`src/rtl/ifd_pkg.sv`:
```
// Shared types, constants and the arctangent table of the fall detector.
package ifd_pkg;

  localparam int CORDIC_STEPS = 16;
  localparam int CordicIters  = (CORDIC_STEPS < 24) ? CORDIC_STEPS : 24;
  localparam int SqrtIters    = 16;
  localparam int MaxIters     = (CordicIters > SqrtIters) ? CordicIters : SqrtIters;
  localparam int IterW        = $clog2(MaxIters);

  // CORDIC vector and angle accumulator widths
  localparam int CordicW = 28;
  localparam int AngleW  = 25;
  localparam int AtanW   = 22;

  localparam logic signed [15:0] AngleMax = 16'sd23040;

  localparam int CfgIdxW = 2;
  localparam logic [CfgIdxW-1:0] CfgImpact = 2'd0;
  localparam logic [CfgIdxW-1:0] CfgTilt   = 2'd1;
  localparam logic [CfgIdxW-1:0] CfgHold   = 2'd2;

  localparam logic [15:0] ImpactReset = 16'd10240;
  localparam logic [14:0] TiltReset   = 15'd15360;
  localparam logic [15:0] HoldReset   = 16'd10000;

  typedef enum logic [2:0] {
    ST_IDLE,
    ST_SQUARE,
    ST_SUM,
    ST_SQRT,
    ST_CINIT,
    ST_CORDIC,
    ST_ANGLE,
    ST_DONE
  } ifd_state_e;

  typedef struct packed {
    logic             load;
    logic             square;
    logic             sum;
    logic             sqrt_step;
    logic             cordic_init;
    logic             cordic_step;
    logic             angle;
    logic             finish;
    logic [IterW-1:0] iter;
  } ifd_cmd_t;

  typedef struct packed {
    logic clear_req;
  } ifd_sts_t;

  // atan(2^-i) in degrees * 65536, rounded
  function automatic logic [AtanW-1:0] atan_entry(input logic [4:0] idx);
    logic [AtanW-1:0] val;
    case (idx)
      5'd0:    val = 22'd2949120;
      5'd1:    val = 22'd1740967;
      5'd2:    val = 22'd919879;
      5'd3:    val = 22'd466945;
      5'd4:    val = 22'd234379;
      5'd5:    val = 22'd117304;
      5'd6:    val = 22'd58666;
      5'd7:    val = 22'd29335;
      5'd8:    val = 22'd14668;
      5'd9:    val = 22'd7334;
      5'd10:   val = 22'd3667;
      5'd11:   val = 22'd1833;
      5'd12:   val = 22'd917;
      5'd13:   val = 22'd458;
      5'd14:   val = 22'd229;
      5'd15:   val = 22'd115;
      5'd16:   val = 22'd57;
      5'd17:   val = 22'd29;
      5'd18:   val = 22'd14;
      5'd19:   val = 22'd7;
      5'd20:   val = 22'd4;
      5'd21:   val = 22'd2;
      5'd22:   val = 22'd1;
      default: val = 22'd0;
    endcase
    return val;
  endfunction

endpackage

```
`src/rtl/ifd_intf.sv`:
```
// Valid/ready channel interfaces for samples and results.
interface ifd_in_if;
  logic               valid;
  logic               ready;
  logic               req_type;
  logic signed [15:0] accel_x;
  logic signed [15:0] accel_y;
  logic signed [15:0] accel_z;
  logic [31:0]        now_ms;

  modport source (output valid, req_type, accel_x, accel_y, accel_z, now_ms, input ready);
  modport sink (input valid, req_type, accel_x, accel_y, accel_z, now_ms, output ready);
endinterface

interface ifd_out_if;
  logic               valid;
  logic               ready;
  logic [15:0]        total_accel;
  logic signed [15:0] pitch_deg;
  logic signed [15:0] roll_deg;
  logic               is_fall;

  modport source (output valid, total_accel, pitch_deg, roll_deg, is_fall, input ready);
  modport sink (input valid, total_accel, pitch_deg, roll_deg, is_fall, output ready);
endinterface

```
`src/rtl/imu_fall_detector_unit.sv`:
```
// Top level of the accelerometer fall detector.
// Each sample steps through load, square, sum, the bit-serial square roots (16
//   steps), CORDIC init, the CORDIC rotations (one per cycle, capped at 24) and
//   angle, then waits in done for a free result slot; a clear request goes
//   from square straight to done. A new sample is taken only once idle again.
// Reset (rst_ni low, asynchronous): thresholds return to their defaults, the fall
//   latch and its time clear, and no result is pending.
module imu_fall_detector_unit (
  input  logic                        clk_i,
  input  logic                        rst_ni,
  input  logic                        cfg_we_i,
  input  logic [ifd_pkg::CfgIdxW-1:0] cfg_idx_i,
  input  logic [15:0]                 cfg_wdata_i,
  ifd_in_if.sink                      sample_i,
  ifd_out_if.source                   result_o
);
  import ifd_pkg::*;

  // Command and status between the sequencer and the datapath.
  ifd_cmd_t cmd;
  ifd_sts_t sts;

  // The sequencer owns both handshakes. A sample transfers only while the
  // sequencer is idle, but it does so even if the previous result still
  // waits on the output: the result register holds that result, and the new
  // item is stalled only at its last step until the slot is free.
  ifd_ctrl u_ctrl (
    .clk_i       (clk_i),
    .rst_ni      (rst_ni),
    .in_valid_i  (sample_i.valid),
    .in_ready_o  (sample_i.ready),
    .out_valid_o (result_o.valid),
    .out_ready_i (result_o.ready),
    .sts_i       (sts),
    .cmd_o       (cmd)
  );

  // The datapath captures the request, squares the axes, runs three square
  // roots side by side (magnitude and both angle denominators), then two
  // CORDIC lanes for pitch and roll, and finally decides the fall latch.
  // A latch and an expiry check in one step see a zero elapsed time, so a
  // fresh fall always survives its own sample.
  ifd_datapath u_datapath (
    .clk_i         (clk_i),
    .rst_ni        (rst_ni),
    .cmd_i         (cmd),
    .sts_o         (sts),
    .cfg_we_i      (cfg_we_i),
    .cfg_idx_i     (cfg_idx_i),
    .cfg_wdata_i   (cfg_wdata_i),
    .req_type_i    (sample_i.req_type),
    .accel_x_i     (sample_i.accel_x),
    .accel_y_i     (sample_i.accel_y),
    .accel_z_i     (sample_i.accel_z),
    .now_ms_i      (sample_i.now_ms),
    .total_accel_o (result_o.total_accel),
    .pitch_deg_o   (result_o.pitch_deg),
    .roll_deg_o    (result_o.roll_deg),
    .is_fall_o     (result_o.is_fall)
  );

endmodule

```
`src/rtl/ifd_sqrt_unit.sv`:
```
// Bit-serial rounded integer square root, one result bit per step.
module ifd_sqrt_unit (
  input  logic        clk_i,
  input  logic        load_i,
  input  logic        step_i,
  input  logic [31:0] rad_i,
  output logic [15:0] root_o
);
  import ifd_pkg::*;

  logic [31:0] rem_q, rem_d;
  logic [31:0] root_q, root_d;
  logic [31:0] bit_q, bit_d;
  logic [31:0] trial;

  always_comb begin
    trial  = root_q + bit_q;
    rem_d  = rem_q;
    root_d = root_q;
    bit_d  = bit_q;
    if (load_i) begin
      rem_d  = rad_i;
      root_d = '0;
      bit_d  = 32'h4000_0000;
    end else if (step_i) begin
      if (rem_q >= trial) begin
        rem_d  = rem_q - trial;
        root_d = (root_q >> 1) + bit_q;
      end else begin
        root_d = root_q >> 1;
      end
      bit_d = bit_q >> 2;
    end
  end

  always_ff @(posedge clk_i) begin
    rem_q  <= rem_d;
    root_q <= root_d;
    bit_q  <= bit_d;
  end

  // round to nearest: remainder above the floor root
  assign root_o = root_q[15:0] + {15'd0, (rem_q > root_q)};

endmodule

```
`src/rtl/ifd_cordic_unit.sv`:
```
// Vectoring CORDIC, one rotation per step, angle out in degrees Q8.8.
module ifd_cordic_unit (
  input  logic                     clk_i,
  input  logic                     init_i,
  input  logic                     step_i,
  input  logic [ifd_pkg::IterW-1:0] iter_i,
  input  logic signed [15:0]       num_i,
  input  logic [15:0]              den_i,
  output logic signed [15:0]       angle_o
);
  import ifd_pkg::*;

  logic signed [CordicW-1:0] x_q, x_d, y_q, y_d, xs, ys;
  logic signed [AngleW-1:0]  z_q, z_d, step_ang, z_rnd;
  logic                      zero_q, zero_d;

  always_comb begin
    xs       = x_q >>> iter_i;
    ys       = y_q >>> iter_i;
    step_ang = signed'({{(AngleW-AtanW){1'b0}}, atan_entry(5'(iter_i))});
    x_d      = x_q;
    y_d      = y_q;
    z_d      = z_q;
    zero_d   = zero_q;
    if (init_i) begin
      x_d    = signed'({{(CordicW-24){1'b0}}, den_i, 8'h00});
      y_d    = signed'({{(CordicW-24){num_i[15]}}, num_i, 8'h00});
      z_d    = '0;
      zero_d = (num_i == 16'sd0) && (den_i == 16'd0);
    end else if (step_i) begin
      if (!y_q[CordicW-1]) begin
        x_d = x_q + ys;
        y_d = y_q - xs;
        z_d = z_q + step_ang;
      end else begin
        x_d = x_q - ys;
        y_d = y_q + xs;
        z_d = z_q - step_ang;
      end
    end
  end

  always_ff @(posedge clk_i) begin
    x_q    <= x_d;
    y_q    <= y_d;
    z_q    <= z_d;
    zero_q <= zero_d;
  end

  // round to Q8.8 and clamp
  always_comb begin
    z_rnd = (z_q + AngleW'(128)) >>> 8;
    if (zero_q) begin
      angle_o = '0;
    end else if (z_rnd > AngleW'(AngleMax)) begin
      angle_o = AngleMax;
    end else if (z_rnd < -AngleW'(AngleMax)) begin
      angle_o = -AngleMax;
    end else begin
      angle_o = z_rnd[15:0];
    end
  end

endmodule

```
`src/rtl/ifd_ctrl.sv`:
```
// Sequencer of the fall detector: steps the datapath through one request.
module ifd_ctrl (
  input  logic              clk_i,
  input  logic              rst_ni,
  input  logic              in_valid_i,
  output logic              in_ready_o,
  output logic              out_valid_o,
  input  logic              out_ready_i,
  input  ifd_pkg::ifd_sts_t sts_i,
  output ifd_pkg::ifd_cmd_t cmd_o
);
  import ifd_pkg::*;

  localparam logic [IterW-1:0] SqrtLast   = IterW'(SqrtIters - 1);
  localparam logic [IterW-1:0] CordicLast = IterW'(CordicIters - 1);

  ifd_state_e       state_q, state_d;
  logic [IterW-1:0] cnt_q, cnt_d;
  logic             out_valid_q, out_valid_d;

  always_ff @(posedge clk_i or negedge rst_ni) begin
    if (!rst_ni) begin
      state_q     <= ST_IDLE;
      cnt_q       <= '0;
      out_valid_q <= 1'b0;
    end else begin
      state_q     <= state_d;
      cnt_q       <= cnt_d;
      out_valid_q <= out_valid_d;
    end
  end

  always_comb begin
    state_d    = state_q;
    cnt_d      = cnt_q;
    cmd_o      = '0;
    cmd_o.iter = cnt_q;
    in_ready_o = 1'b0;
    unique case (state_q)
      ST_IDLE: begin
        in_ready_o = 1'b1;
        if (in_valid_i) begin
          cmd_o.load = 1'b1;
          state_d    = ST_SQUARE;
        end
      end
      ST_SQUARE: begin
        cmd_o.square = 1'b1;
        state_d      = sts_i.clear_req ? ST_DONE : ST_SUM;
      end
      ST_SUM: begin
        cmd_o.sum = 1'b1;
        cnt_d     = '0;
        state_d   = ST_SQRT;
      end
      ST_SQRT: begin
        cmd_o.sqrt_step = 1'b1;
        cnt_d           = cnt_q + 1'b1;
        if (cnt_q == SqrtLast) begin
          cnt_d   = '0;
          state_d = ST_CINIT;
        end
      end
      ST_CINIT: begin
        cmd_o.cordic_init = 1'b1;
        cnt_d             = '0;
        state_d           = ST_CORDIC;
      end
      ST_CORDIC: begin
        cmd_o.cordic_step = 1'b1;
        cnt_d             = cnt_q + 1'b1;
        if (cnt_q == CordicLast) begin
          cnt_d   = '0;
          state_d = ST_ANGLE;
        end
      end
      ST_ANGLE: begin
        cmd_o.angle = 1'b1;
        state_d     = ST_DONE;
      end
      ST_DONE: begin
        // hold until the result slot is free
        if (!out_valid_q || out_ready_i) begin
          cmd_o.finish = 1'b1;
          state_d      = ST_IDLE;
        end
      end
      default: state_d = ST_IDLE;
    endcase
  end

  always_comb begin
    out_valid_d = out_valid_q;
    if (out_ready_i) out_valid_d = 1'b0;
    if (cmd_o.finish) out_valid_d = 1'b1;
  end

  assign out_valid_o = out_valid_q;

  a_finish_slot_free: assert property (@(posedge clk_i) disable iff (!rst_ni)
    cmd_o.finish |-> (!out_valid_q || out_ready_i))
    else $error("result written over an untaken result");

  a_sqrt_count: assert property (@(posedge clk_i) disable iff (!rst_ni)
    (state_q == ST_SQRT) |-> (cnt_q <= SqrtLast))
    else $error("square root iteration count overran");

  a_cordic_exit: assert property (@(posedge clk_i) disable iff (!rst_ni)
    (state_q == ST_CORDIC && cnt_q == CordicLast) |=> (state_q == ST_ANGLE))
    else $error("CORDIC did not end after its last rotation");

endmodule

```
`src/rtl/ifd_datapath.sv`:
```
// Datapath: squares, three square roots, two CORDIC lanes, fall latch, result.
module ifd_datapath (
  input  logic                       clk_i,
  input  logic                       rst_ni,
  input  ifd_pkg::ifd_cmd_t          cmd_i,
  output ifd_pkg::ifd_sts_t          sts_o,
  input  logic                       cfg_we_i,
  input  logic [ifd_pkg::CfgIdxW-1:0] cfg_idx_i,
  input  logic [15:0]                cfg_wdata_i,
  input  logic                       req_type_i,
  input  logic signed [15:0]         accel_x_i,
  input  logic signed [15:0]         accel_y_i,
  input  logic signed [15:0]         accel_z_i,
  input  logic [31:0]                now_ms_i,
  output logic [15:0]                total_accel_o,
  output logic signed [15:0]         pitch_deg_o,
  output logic signed [15:0]         roll_deg_o,
  output logic                       is_fall_o
);
  import ifd_pkg::*;

  // configuration
  logic [15:0] impact_q;
  logic [14:0] tilt_th_q;
  logic [15:0] hold_q;

  always_ff @(posedge clk_i or negedge rst_ni) begin
    if (!rst_ni) begin
      impact_q  <= ImpactReset;
      tilt_th_q <= TiltReset;
      hold_q    <= HoldReset;
    end else if (cfg_we_i) begin
      unique case (cfg_idx_i)
        CfgImpact: impact_q  <= cfg_wdata_i;
        CfgTilt:   tilt_th_q <= cfg_wdata_i[14:0];
        CfgHold:   hold_q    <= cfg_wdata_i;
        default:   ;
      endcase
    end
  end

  // captured request
  logic               req_q;
  logic signed [15:0] ax_q, ay_q, az_q;
  logic [31:0]        now_q;

  always_ff @(posedge clk_i) begin
    if (cmd_i.load) begin
      req_q <= req_type_i;
      ax_q  <= accel_x_i;
      ay_q  <= accel_y_i;
      az_q  <= accel_z_i;
      now_q <= now_ms_i;
    end
  end

  assign sts_o.clear_req = req_q;

  // squares
  logic signed [31:0] prod_x, prod_y, prod_z;
  logic [31:0]        sqx_q, sqy_q, sqz_q;

  assign prod_x = ax_q * ax_q;
  assign prod_y = ay_q * ay_q;
  assign prod_z = az_q * az_q;

  always_ff @(posedge clk_i) begin
    if (cmd_i.square) begin
      sqx_q <= unsigned'(prod_x);
      sqy_q <= unsigned'(prod_y);
      sqz_q <= unsigned'(prod_z);
    end
  end

  // square roots: magnitude, pitch denominator, roll denominator
  logic [31:0] rad_mag, rad_pitch, rad_roll;
  logic [15:0] root_mag, root_pitch, root_roll;

  assign rad_mag   = sqx_q + sqy_q + sqz_q;
  assign rad_pitch = sqy_q + sqz_q;
  assign rad_roll  = sqx_q + sqz_q;

  ifd_sqrt_unit u_sqrt_mag (
    .clk_i  (clk_i),
    .load_i (cmd_i.sum),
    .step_i (cmd_i.sqrt_step),
    .rad_i  (rad_mag),
    .root_o (root_mag)
  );

  ifd_sqrt_unit u_sqrt_pitch (
    .clk_i  (clk_i),
    .load_i (cmd_i.sum),
    .step_i (cmd_i.sqrt_step),
    .rad_i  (rad_pitch),
    .root_o (root_pitch)
  );

  ifd_sqrt_unit u_sqrt_roll (
    .clk_i  (clk_i),
    .load_i (cmd_i.sum),
    .step_i (cmd_i.sqrt_step),
    .rad_i  (rad_roll),
    .root_o (root_roll)
  );

  // angles
  logic signed [15:0] ang_pitch, ang_roll;
  logic signed [15:0] pitch_q, roll_q;

  ifd_cordic_unit u_cordic_pitch (
    .clk_i   (clk_i),
    .init_i  (cmd_i.cordic_init),
    .step_i  (cmd_i.cordic_step),
    .iter_i  (cmd_i.iter),
    .num_i   (ax_q),
    .den_i   (root_pitch),
    .angle_o (ang_pitch)
  );

  ifd_cordic_unit u_cordic_roll (
    .clk_i   (clk_i),
    .init_i  (cmd_i.cordic_init),
    .step_i  (cmd_i.cordic_step),
    .iter_i  (cmd_i.iter),
    .num_i   (ay_q),
    .den_i   (root_roll),
    .angle_o (ang_roll)
  );

  always_ff @(posedge clk_i) begin
    if (cmd_i.angle) begin
      pitch_q <= ang_pitch;
      roll_q  <= ang_roll;
    end
  end

  // fall decision
  logic        fall_latched_q, fall_latched_d;
  logic [31:0] fall_time_q, fall_time_d;
  logic [15:0] abs_pitch, abs_roll;
  logic [14:0] tilt;
  logic        trigger, latched_now;
  logic [31:0] elapsed;

  always_comb begin
    abs_pitch      = pitch_q[15] ? 16'(-pitch_q) : pitch_q;
    abs_roll       = roll_q[15] ? 16'(-roll_q) : roll_q;
    tilt           = (abs_pitch > abs_roll) ? abs_pitch[14:0] : abs_roll[14:0];
    trigger        = (root_mag > impact_q) && (tilt > tilt_th_q);
    latched_now    = fall_latched_q || trigger;
    fall_time_d    = trigger ? now_q : fall_time_q;
    elapsed        = now_q - fall_time_d;
    fall_latched_d = latched_now && !(elapsed > {16'd0, hold_q});
    if (req_q) begin
      fall_latched_d = 1'b0;
      fall_time_d    = fall_time_q;
    end
  end

  always_ff @(posedge clk_i or negedge rst_ni) begin
    if (!rst_ni) begin
      fall_latched_q <= 1'b0;
      fall_time_q    <= '0;
    end else if (cmd_i.finish) begin
      fall_latched_q <= fall_latched_d;
      fall_time_q    <= fall_time_d;
    end
  end

  // result register
  always_ff @(posedge clk_i) begin
    if (cmd_i.finish) begin
      total_accel_o <= req_q ? 16'd0 : root_mag;
      pitch_deg_o   <= req_q ? 16'sd0 : pitch_q;
      roll_deg_o    <= req_q ? 16'sd0 : roll_q;
      is_fall_o     <= fall_latched_d;
    end
  end

  a_clear_drops_fall: assert property (@(posedge clk_i) disable iff (!rst_ni)
    (cmd_i.finish && req_q) |=> !fall_latched_q)
    else $error("clear request left the fall latched");

  a_result_matches_latch: assert property (@(posedge clk_i) disable iff (!rst_ni)
    cmd_i.finish |=> (is_fall_o == fall_latched_q))
    else $error("reported fall flag differs from latch");

endmodule

```
`src/flat_wrapper.sv`:
```
// flat-port wrapper written by rule: the top's interface ports become plain ports
module imu_fall_detector_unit_flat import ifd_pkg::*;
  (clk_i, rst_ni, cfg_we_i, cfg_idx_i, cfg_wdata_i, sample_i_valid, sample_i_req_type, sample_i_accel_x, sample_i_accel_y, sample_i_accel_z, sample_i_now_ms, sample_i_ready, result_o_valid, result_o_total_accel, result_o_pitch_deg, result_o_roll_deg, result_o_is_fall, result_o_ready);
  ifd_in_if sample_i_i ();
  ifd_out_if result_o_i ();
  input  logic clk_i;
  input  logic rst_ni;
  input  logic cfg_we_i;
  input  logic [ifd_pkg::CfgIdxW-1:0] cfg_idx_i;
  input  logic [15:0] cfg_wdata_i;
  input wire logic [$bits(sample_i_i.valid)-1:0] sample_i_valid;
  input wire logic [$bits(sample_i_i.req_type)-1:0] sample_i_req_type;
  input wire logic [$bits(sample_i_i.accel_x)-1:0] sample_i_accel_x;
  input wire logic [$bits(sample_i_i.accel_y)-1:0] sample_i_accel_y;
  input wire logic [$bits(sample_i_i.accel_z)-1:0] sample_i_accel_z;
  input wire logic [$bits(sample_i_i.now_ms)-1:0] sample_i_now_ms;
  output wire logic [$bits(sample_i_i.ready)-1:0] sample_i_ready;
  output wire logic [$bits(result_o_i.valid)-1:0] result_o_valid;
  output wire logic [$bits(result_o_i.total_accel)-1:0] result_o_total_accel;
  output wire logic [$bits(result_o_i.pitch_deg)-1:0] result_o_pitch_deg;
  output wire logic [$bits(result_o_i.roll_deg)-1:0] result_o_roll_deg;
  output wire logic [$bits(result_o_i.is_fall)-1:0] result_o_is_fall;
  input wire logic [$bits(result_o_i.ready)-1:0] result_o_ready;
  assign sample_i_i.valid = sample_i_valid;
  assign sample_i_i.req_type = sample_i_req_type;
  assign sample_i_i.accel_x = sample_i_accel_x;
  assign sample_i_i.accel_y = sample_i_accel_y;
  assign sample_i_i.accel_z = sample_i_accel_z;
  assign sample_i_i.now_ms = sample_i_now_ms;
  assign sample_i_ready = sample_i_i.ready;
  assign result_o_valid = result_o_i.valid;
  assign result_o_total_accel = result_o_i.total_accel;
  assign result_o_pitch_deg = result_o_i.pitch_deg;
  assign result_o_roll_deg = result_o_i.roll_deg;
  assign result_o_is_fall = result_o_i.is_fall;
  assign result_o_i.ready = result_o_ready;
  imu_fall_detector_unit u_core (.clk_i(clk_i), .rst_ni(rst_ni), .cfg_we_i(cfg_we_i), .cfg_idx_i(cfg_idx_i), .cfg_wdata_i(cfg_wdata_i), .sample_i(sample_i_i), .result_o(result_o_i));
endmodule
```
`config.mk`:
```
export PLATFORM = sky130hd
export DESIGN_NAME = imu_fall_detector_unit_flat
export DESIGN_NICKNAME = d
export VERILOG_FILES = /design/src/rtl/ifd_pkg.sv /design/src/rtl/ifd_intf.sv /design/src/rtl/imu_fall_detector_unit.sv /design/src/rtl/ifd_sqrt_unit.sv /design/src/rtl/ifd_cordic_unit.sv /design/src/rtl/ifd_ctrl.sv /design/src/rtl/ifd_datapath.sv /design/src/flat_wrapper.sv
export SDC_FILE = /design/constraint.sdc
export NUM_CORES = 2
export LEC_CHECK = 0
export ABC_CLOCK_PERIOD_IN_PS = 10250
export BUFFER_PORTS_ARGS = -buffer_cell sky130_fd_sc_hd__clkbuf_2
export CORE_MARGIN = 2
export CORE_UTILIZATION = 45
export DETAILED_ROUTE_END_ITERATION = 7
export PLACE_DENSITY = 0.65
export SLEW_MARGIN = 20
export SYNTH_ARGS = -nofsm -noshare
export SYNTH_HDL_FRONTEND = slang
export SYNTH_SLANG_ARGS = --single-unit
```
`constraint.sdc`:
```
create_clock -name clk_i -period 10.25 [get_ports clk_i]
set_input_delay 1.5375 -clock clk_i [delete_from_list [all_inputs] [get_ports clk_i]]
set_output_delay 1.5375 -clock clk_i [all_outputs]
set_load 0.03 [all_outputs]
```
* Word-level counts from Yosys, hierarchy flattened
Memories as Yosys holds them, arrays and structs flattened.
Cells that the tools add are included.
** Cells by class
- Multiply operators :: 3
- Shift-type cells :: 4
- Reduce and logical (&&, ||, !) cells :: 35
- Order comparisons :: 14
- Multiplexer cells :: 56
- Divide/modulo/power cells :: 0
- Eq/ne operators :: 14
- Bitwise gates (word level) :: 1
- $add $sub $neg :: 34
** Operator list (number)
- 32-bit two-way mux :: 13
- 28-bit two-way mux :: 8
- 32-bit adder :: 4
- 32-bit subtractor :: 4
- 28-bit adder :: 4
- 28-bit by 4-bit >>> shifter with 28-bit output :: 4
- 28-bit subtractor :: 4
- 31-bit by 31-bit adder with 32-bit output :: 3
- 32-bit by 31-bit adder with 32-bit output :: 3
- 32-bit greater-or-equal comparator :: 3
- 32-bit greater-than comparator :: 3
- 16-bit by 16-bit multiplier with 32-bit output :: 3
- 24-bit two-way mux :: 4
- 16-bit zero test :: 4
- 16-bit two-way mux :: 4
- 25-bit by 23-bit adder with 25-bit output :: 2
- 25-bit by 9-bit adder with 25-bit output, second input constant :: 2
- 25-bit two-way mux :: 2
- 25-bit by 23-bit subtractor with 25-bit output :: 2
- 16-bit by 1-bit adder with 16-bit output :: 3
- 15-bit two-way mux :: 3
- 17-bit by 16-bit greater-than comparator with 1-bit output, second input constant :: 2
- 17-bit by 16-bit less-than comparator with 1-bit output, second input constant :: 2
- 16-bit greater-than comparator :: 2
- other kinds (27) :: 73
** Word-level totals
- Latch bits :: 0
- Bits in writable memories :: 0
- Logic and storage cells :: 210
- Register bits :: 750
- Memories kept :: 2
- Memory bits (read-only) :: 704
** Memory list
- (no name shown) :: depth 16, width 22, rd ports 1, clocked after memory_dff 0, write ports 0, RTL line ifd_pkg.sv:56 : case (idx)
- (no name shown) :: depth 16, width 22, rd ports 1, clocked after memory_dff 0, write ports 0, RTL line ifd_pkg.sv:56

* Depth between registers and ports, before layout
- Word-level depth :: 12
- Gate-level depth with buffers :: 52
- Mapped depth without buffers :: 50

* Hierarchy
Synthesis repeated with hierarchy kept, for this count alone.
** Unflattened totals
- Cells, all modules :: 10926
- Area total of the unflattened synthesis :: 97177.0 um2
** By module, submodules not included
- ifd_datapath :: cells an instance 4506, sequential area each 9673.0 um2, instances 1, area each 45859.0 um2
- ifd_sqrt_unit (u_core.u_datapath.u_sqrt_mag ...) :: cells an instance 1016, sequential area each 1921.8 um2, instances 2, area each 8157.8 um2
- ifd_cordic_unit (u_core.u_datapath.u_cordic_roll) :: cells an instance 1664, sequential area each 2011.9 um2, instances 1, area each 13222.7 um2
- ifd_cordic_unit (u_core.u_datapath.u_cordic_pitch) :: cells an instance 1637, sequential area each 2011.9 um2, instances 1, area each 13037.5 um2
- ifd_sqrt_unit (u_core.u_datapath.u_sqrt_roll) :: cells an instance 1021, sequential area each 1921.8 um2, instances 1, area each 8135.3 um2
- ifd_ctrl :: cells an instance 66, sequential area each 200.2 um2, instances 1, area each 606.8 um2

* Worst setup path before layout
No wires, ideal clock.
- Path kind :: flip-flop to flip-flop
- From :: register u_core.u_datapath.roll_q[4]
- To :: register u_core.u_datapath.fall_latched_q
- Period minus slack after synthesis :: 10160 ps
- Path slack :: 90 ps
- Cell stages (with the launch flop) :: 47
- Setup time :: 76 ps
- Required time :: 10174 ps
- Buffers on the path :: 3
- Arrival time :: 10084 ps
- Path through :: edfxtp_1 or4_1 nor4_1 nand2_1 o41ai_1 xor2_1 ha_1 nand4_1 nor2_1 o21ai_0 a21boi_0 o21ai_0 a22oi_1 clkbuf_1 mux2i_1 ha_1 a211oi_1 o21ai_0 (+11 left out) a2111oi_0 nor4b_1 o21ai_1 nand2b_1 xor2_1 ha_1 nand2_1 nor2_1 a31oi_1 nor3_1 nand4_1 nor3_1 and4_1 o311ai_0 a311oi_1 nand4_1 nor4_1 mux2_2
** On the way
- Cells in the longest elaborated chain, start to end :: 12
- Elaborated cells between the ends (all ways) :: 13
- Those cells by class :: 2 x add/sub; 3 x order compare; 4 x mux; 4 x reduce/logical
** Ends and longest elaborated chain
- start, declared :: RTL line ifd_datapath.sv:109 : logic signed [15:0] pitch_q, roll_q;
- start signal, assigned :: RTL line ifd_datapath.sv:134 : roll_q <= ang_roll;
- 16-bit negation :: RTL line ifd_datapath.sv:148 : abs_roll = roll_q[15] ? 16'(-roll_q) : roll_q;
- 16-bit two-way mux (*) :: RTL line ifd_datapath.sv:148
- 16-bit greater-than comparator :: RTL line ifd_datapath.sv:149 : tilt = (abs_pitch > abs_roll) ? abs_pitch[14:0] : abs_roll[14:0];
- 15-bit two-way mux (*) :: RTL line ifd_datapath.sv:149
- 15-bit greater-than comparator (*) :: RTL line ifd_datapath.sv:150 : trigger = (root_mag > impact_q) && (tilt > tilt_th_q);
- 1-bit logical AND (*) :: RTL line ifd_datapath.sv:150
- 32-bit two-way mux :: RTL line ifd_datapath.sv:152 : fall_time_d = trigger ? now_q : fall_time_q;
- 32-bit subtractor :: RTL line ifd_datapath.sv:153 : elapsed = now_q - fall_time_d;
- 32-bit by 16-bit greater-than comparator with 1-bit output :: RTL line ifd_datapath.sv:154 : fall_latched_d = latched_now && !(elapsed > {16'd0, hold_q});
- 1-bit zero test :: RTL line ifd_datapath.sv:154
- 1-bit logical AND (*) :: RTL line ifd_datapath.sv:154
- 1-bit two-way mux (*) :: RTL line ifd_datapath.sv:155 : if (req_q) begin
- named net u_core.u_datapath.fall_latched_d :: RTL line ifd_datapath.sv:139 : logic fall_latched_q, fall_latched_d;
- end signal, assigned :: RTL line ifd_datapath.sv:166 : fall_latched_q <= fall_latched_d;
- end, declared :: RTL line ifd_datapath.sv:139
Mark *: on every way through the listed nets, which the timed path passes. The rest lies on a longest branch.
A chain may end at the register's enable or synchronous reset.

* Worst setup path after layout
Ends and elaborated chain as after synthesis.

==> results.ini <==
[die]
dieHeight_microns = 447
coreArea_sq_mm = 0.195
die_x_microns = 447
die_area_sq_mm = 0.200
initial_core_util_pct = 45.3
io-pin-count = 155
fp-row-count = 162

[grt]
grt_pass1_vias = 71800
gr-total-overflow = 0
grtUsageTotal_pct = 24.7
grt_pass1_wl_microns = 393000
antenna_found_initial = 3
grt_start_max_net_pins = 91

[logic_synthesis]
synth_top_area_share_pct = 17.2
syn_area_sq_mm = 0.0885
syn-instance-count = 9805
synth_top_cell_by_area = fa_1
synth_edf_count = 425
seq_area_frac_synth_pct = 21.5
async_flop_share_pct = 12.3
synth_seq_cells = 715
synthTopCellsByArea = fa_1, edfxtp_1, ha_1
synth_area_per_cell_sq_um = 9.02
yosys_warnings = 0
netlist-cell-type-count = 94
synth_ff_type = edfxtp_1

[setup_path]
regToRegEndpoint = u_core.u_datapath.fall_latched_q$_DFFE_PN0P_
regToRegStartpoint = u_core.u_datapath.roll_q[4]$_SDFFCE_PP0P_
crit_type = flip-flop to flip-flop
critPathMaxFanout = 8
crit_arrival_ns = 10.44
start_kind = flip-flop
critPathMaxStageDelay_ns = 0.64
r2r_cells = 50
crit_required_ns = 10.94
crit_path_end_kind = flip-flop
r2r_slack_ns = 0.50
crit_start = u_core.u_datapath.roll_q[4]$_SDFFCE_PP0P_
setup.worst_path.end = u_core.u_datapath.fall_latched_q$_DFFE_PN0P_
cp_slowest_cell = or4_1

[routing]
viasPerCell = 5.65
vias = 70900
drcViolationCount = 0
antenna_left = 0
drt_wl_total_microns = 249000
wl_per_cell_microns = 19.9
dr.pass1.iters = 6
drtIter0Drc = 5167

[finish]
drive_gt1_share_pct = 7.94
design_area_sq_mm = 0.0959
area_growth_pct = 8.36
utilization_pct = 49.1
fin_nets = 11600

[timing]
setup-tns-final_ns = 0
setup_viol = 0
hold_violations = 0
period_minus_slack_ns = 9.75
maxSlewHeadroom_pct = 24.4
fin_worst_skew_ns = 0.0418
drv_slew = 0
finalCritPeriodShare_pct = 95.1
worstMarginPinSlew_ns = 1.13
whs_ns = 0.452
fmax_mhz = 103

[place]
hpwlAfterDp_microns = 196000
postPlaceCellArea_sq_mm = 0.0922
port_buffers = 154
place.gp.congestion = 0.953

[cts]
cts_buffer_depth = 3
cts_sinks = 715
clkTransAtPathRegs_ns = 0.06
tritoncts = built
holdBufCountCts = 0
cts_made_buffers = 93
cts_root_buffer = clkbuf_16
clkLatencyLatePin_ns = 0.76
htreeDepth = 3

[outcome]
status = finished, final reports clean

[min_path]
hold_class = flip-flop to flip-flop

[job]
cap_violations = 0

worst min path at each step:
| stage | start | end | slack, ns | cells past startpoint |
|---|---|---|---|---|
| after floorplan | u_core.u_datapath.u_cordic_pitch.z_q[0]$_SDFFE_PP0P_ | u_core.u_datapath.u_cordic_pitch.z_q[0]$_SDFFE_PP0P_ | 0.43 | 2 |
| after detailed placement | u_core.u_datapath.u_cordic_pitch.z_q[0]$_SDFFE_PP0P_ | u_core.u_datapath.u_cordic_pitch.z_q[0]$_SDFFE_PP0P_ | 0.44 | 2 |
| final | u_core.u_datapath.u_cordic_pitch.z_q[0]$_SDFFE_PP0P_ | u_core.u_datapath.u_cordic_pitch.z_q[0]$_SDFFE_PP0P_ | 0.45 | 2 |
| after global placement | u_core.u_datapath.u_cordic_pitch.z_q[0]$_SDFFE_PP0P_ | u_core.u_datapath.u_cordic_pitch.z_q[0]$_SDFFE_PP0P_ | 0.43 | 2 |
| after CTS | u_core.u_datapath.u_cordic_pitch.z_q[0]$_SDFFE_PP0P_ | u_core.u_datapath.u_cordic_pitch.z_q[0]$_SDFFE_PP0P_ | 0.46 | 2 |
| after global routing | u_core.u_datapath.u_cordic_pitch.z_q[0]$_SDFFE_PP0P_ | u_core.u_datapath.u_cordic_pitch.z_q[0]$_SDFFE_PP0P_ | 0.48 | 2 |
cells in the mapped netlist (129+ instances only):
| cell type | instances |
|---|---|
| nor2b_1 | 140 |
| clkbuf_1 | 260 |
| o21ai_0 | 456 |
| nand2_1 | 933 |
| edfxtp_1 | 425 |
| xnor2_1 | 516 |
| nor2_1 | 678 |
| inv_1 | 1235 |
| mux2i_1 | 143 |
| dfxtp_1 | 202 |
| xor2_1 | 303 |
| a31oi_1 | 129 |
| and2_1 | 188 |
| nand3_1 | 181 |
| a21o_1 | 182 |
| a21oi_1 | 621 |
| ha_1 | 902 |
| fa_1 | 760 |
metal layers:
metal | routed length [microns] | track usage [%] | share of wire, %
met1 | 107000 | 32.3 | 43
met2 | 117000 | 41.7 | 47
met3 | 13600 | 2.83 | 5.4
met4 | 11200 | 9.91 | 4.5
met5 | 17 | 0 | 0.0068
state kept, by name (all words and copies together) (netlist names), 25 cells and up:
signal	count
u_core.u_datapath.sqy_q	31
u_core.u_datapath.u_cordic_pitch.y_q	28
u_core.u_datapath.u_cordic_pitch.z_q	25
u_core.u_datapath.now_q	32
u_core.u_datapath.u_sqrt_pitch.root_q	32
u_core.u_datapath.u_sqrt_mag.root_q	32
u_core.u_datapath.sqz_q	31
u_core.u_datapath.u_cordic_roll.z_q	25
u_core.u_datapath.fall_time_q	32
u_core.u_datapath.u_sqrt_mag.rem_q	32
u_core.u_datapath.u_sqrt_pitch.rem_q	32
u_core.u_datapath.u_sqrt_roll.rem_q	32
u_core.u_datapath.u_cordic_roll.y_q	28
u_core.u_datapath.u_cordic_roll.x_q	28
u_core.u_datapath.sqx_q	31
u_core.u_datapath.u_sqrt_roll.root_q	32
u_core.u_datapath.u_cordic_pitch.x_q	28
timing repair:
item                       in CTS  in global routing
resized for setup               6                 56
setup endpoints to repair       2                  2
pin swaps                       2                 33
setup buffers                   0                  7
area by class of cell:
type | count | area, sq um
diodes | 1 | 2.50
clock buffers | 104 | 2430
clock inverters | 72 | 832
fillers | 18200 | 99300
inverters | 1242 | 4670
multi-input cells | 7506 | 63800
flip-flops and latches | 715 | 19000
well taps | 2624 | 3280
repair buffers | 286 | 1800
worst max-delay path, delay by kind of cell (launching register included):
family                     cells  cell delay (ns)
and+or+nand+nor               20             3.68
AOI/OAI and AO/OA             17             2.83
adders and majority gates      4             1.23
buffers and inverters          5             0.80
DFF                            1             0.46
xor gates and xnor gates       2             0.42
muxes                          2             0.26
through the flow:
| stage | setup slack (ns) | std cells |
|---|---|---|
| 2_1_floorplan | 0.0904 | 9807 |
| 3_3_place_gp | 0.0846 | 12400 |
| 3_5_place_dp | -0.173 | 12400 |
| 4_1_cts | 0.0186 | 12500 |
| 5_1_grt | -0.149 | 12600 |
| 6_report | 0.503 | 12600 |
cells in the final DEF, fill, tap and decap left out, drive strengths merged, types with 130 or more instances in the layout:
master,n
xor2,303
dfxtp,202
edfxtp,425
buf,133
fa,760
a21oi,621
a21o,182
xnor2,516
nand2,933
nand3,181
a31oi,130
nor2b,140
mux2i,143
clkbuf,257
ha,902
inv,1248
and2,189
nor2,678
o21ai,468
cell families after synthesis:
family,share of synthesized area (%)
AOI/OAI and AO/OA,14.2
muxes,5.27
DFF,21.5
adders and majority gates,30.0
buffers and inverters,6.88
xor gates and xnor gates,8.11
and+or+nand+nor,14.1
other,0.00424
Power is not shown: default switching activity piles up to over one toggle a cycle in this logic, so the estimate is an artifact.
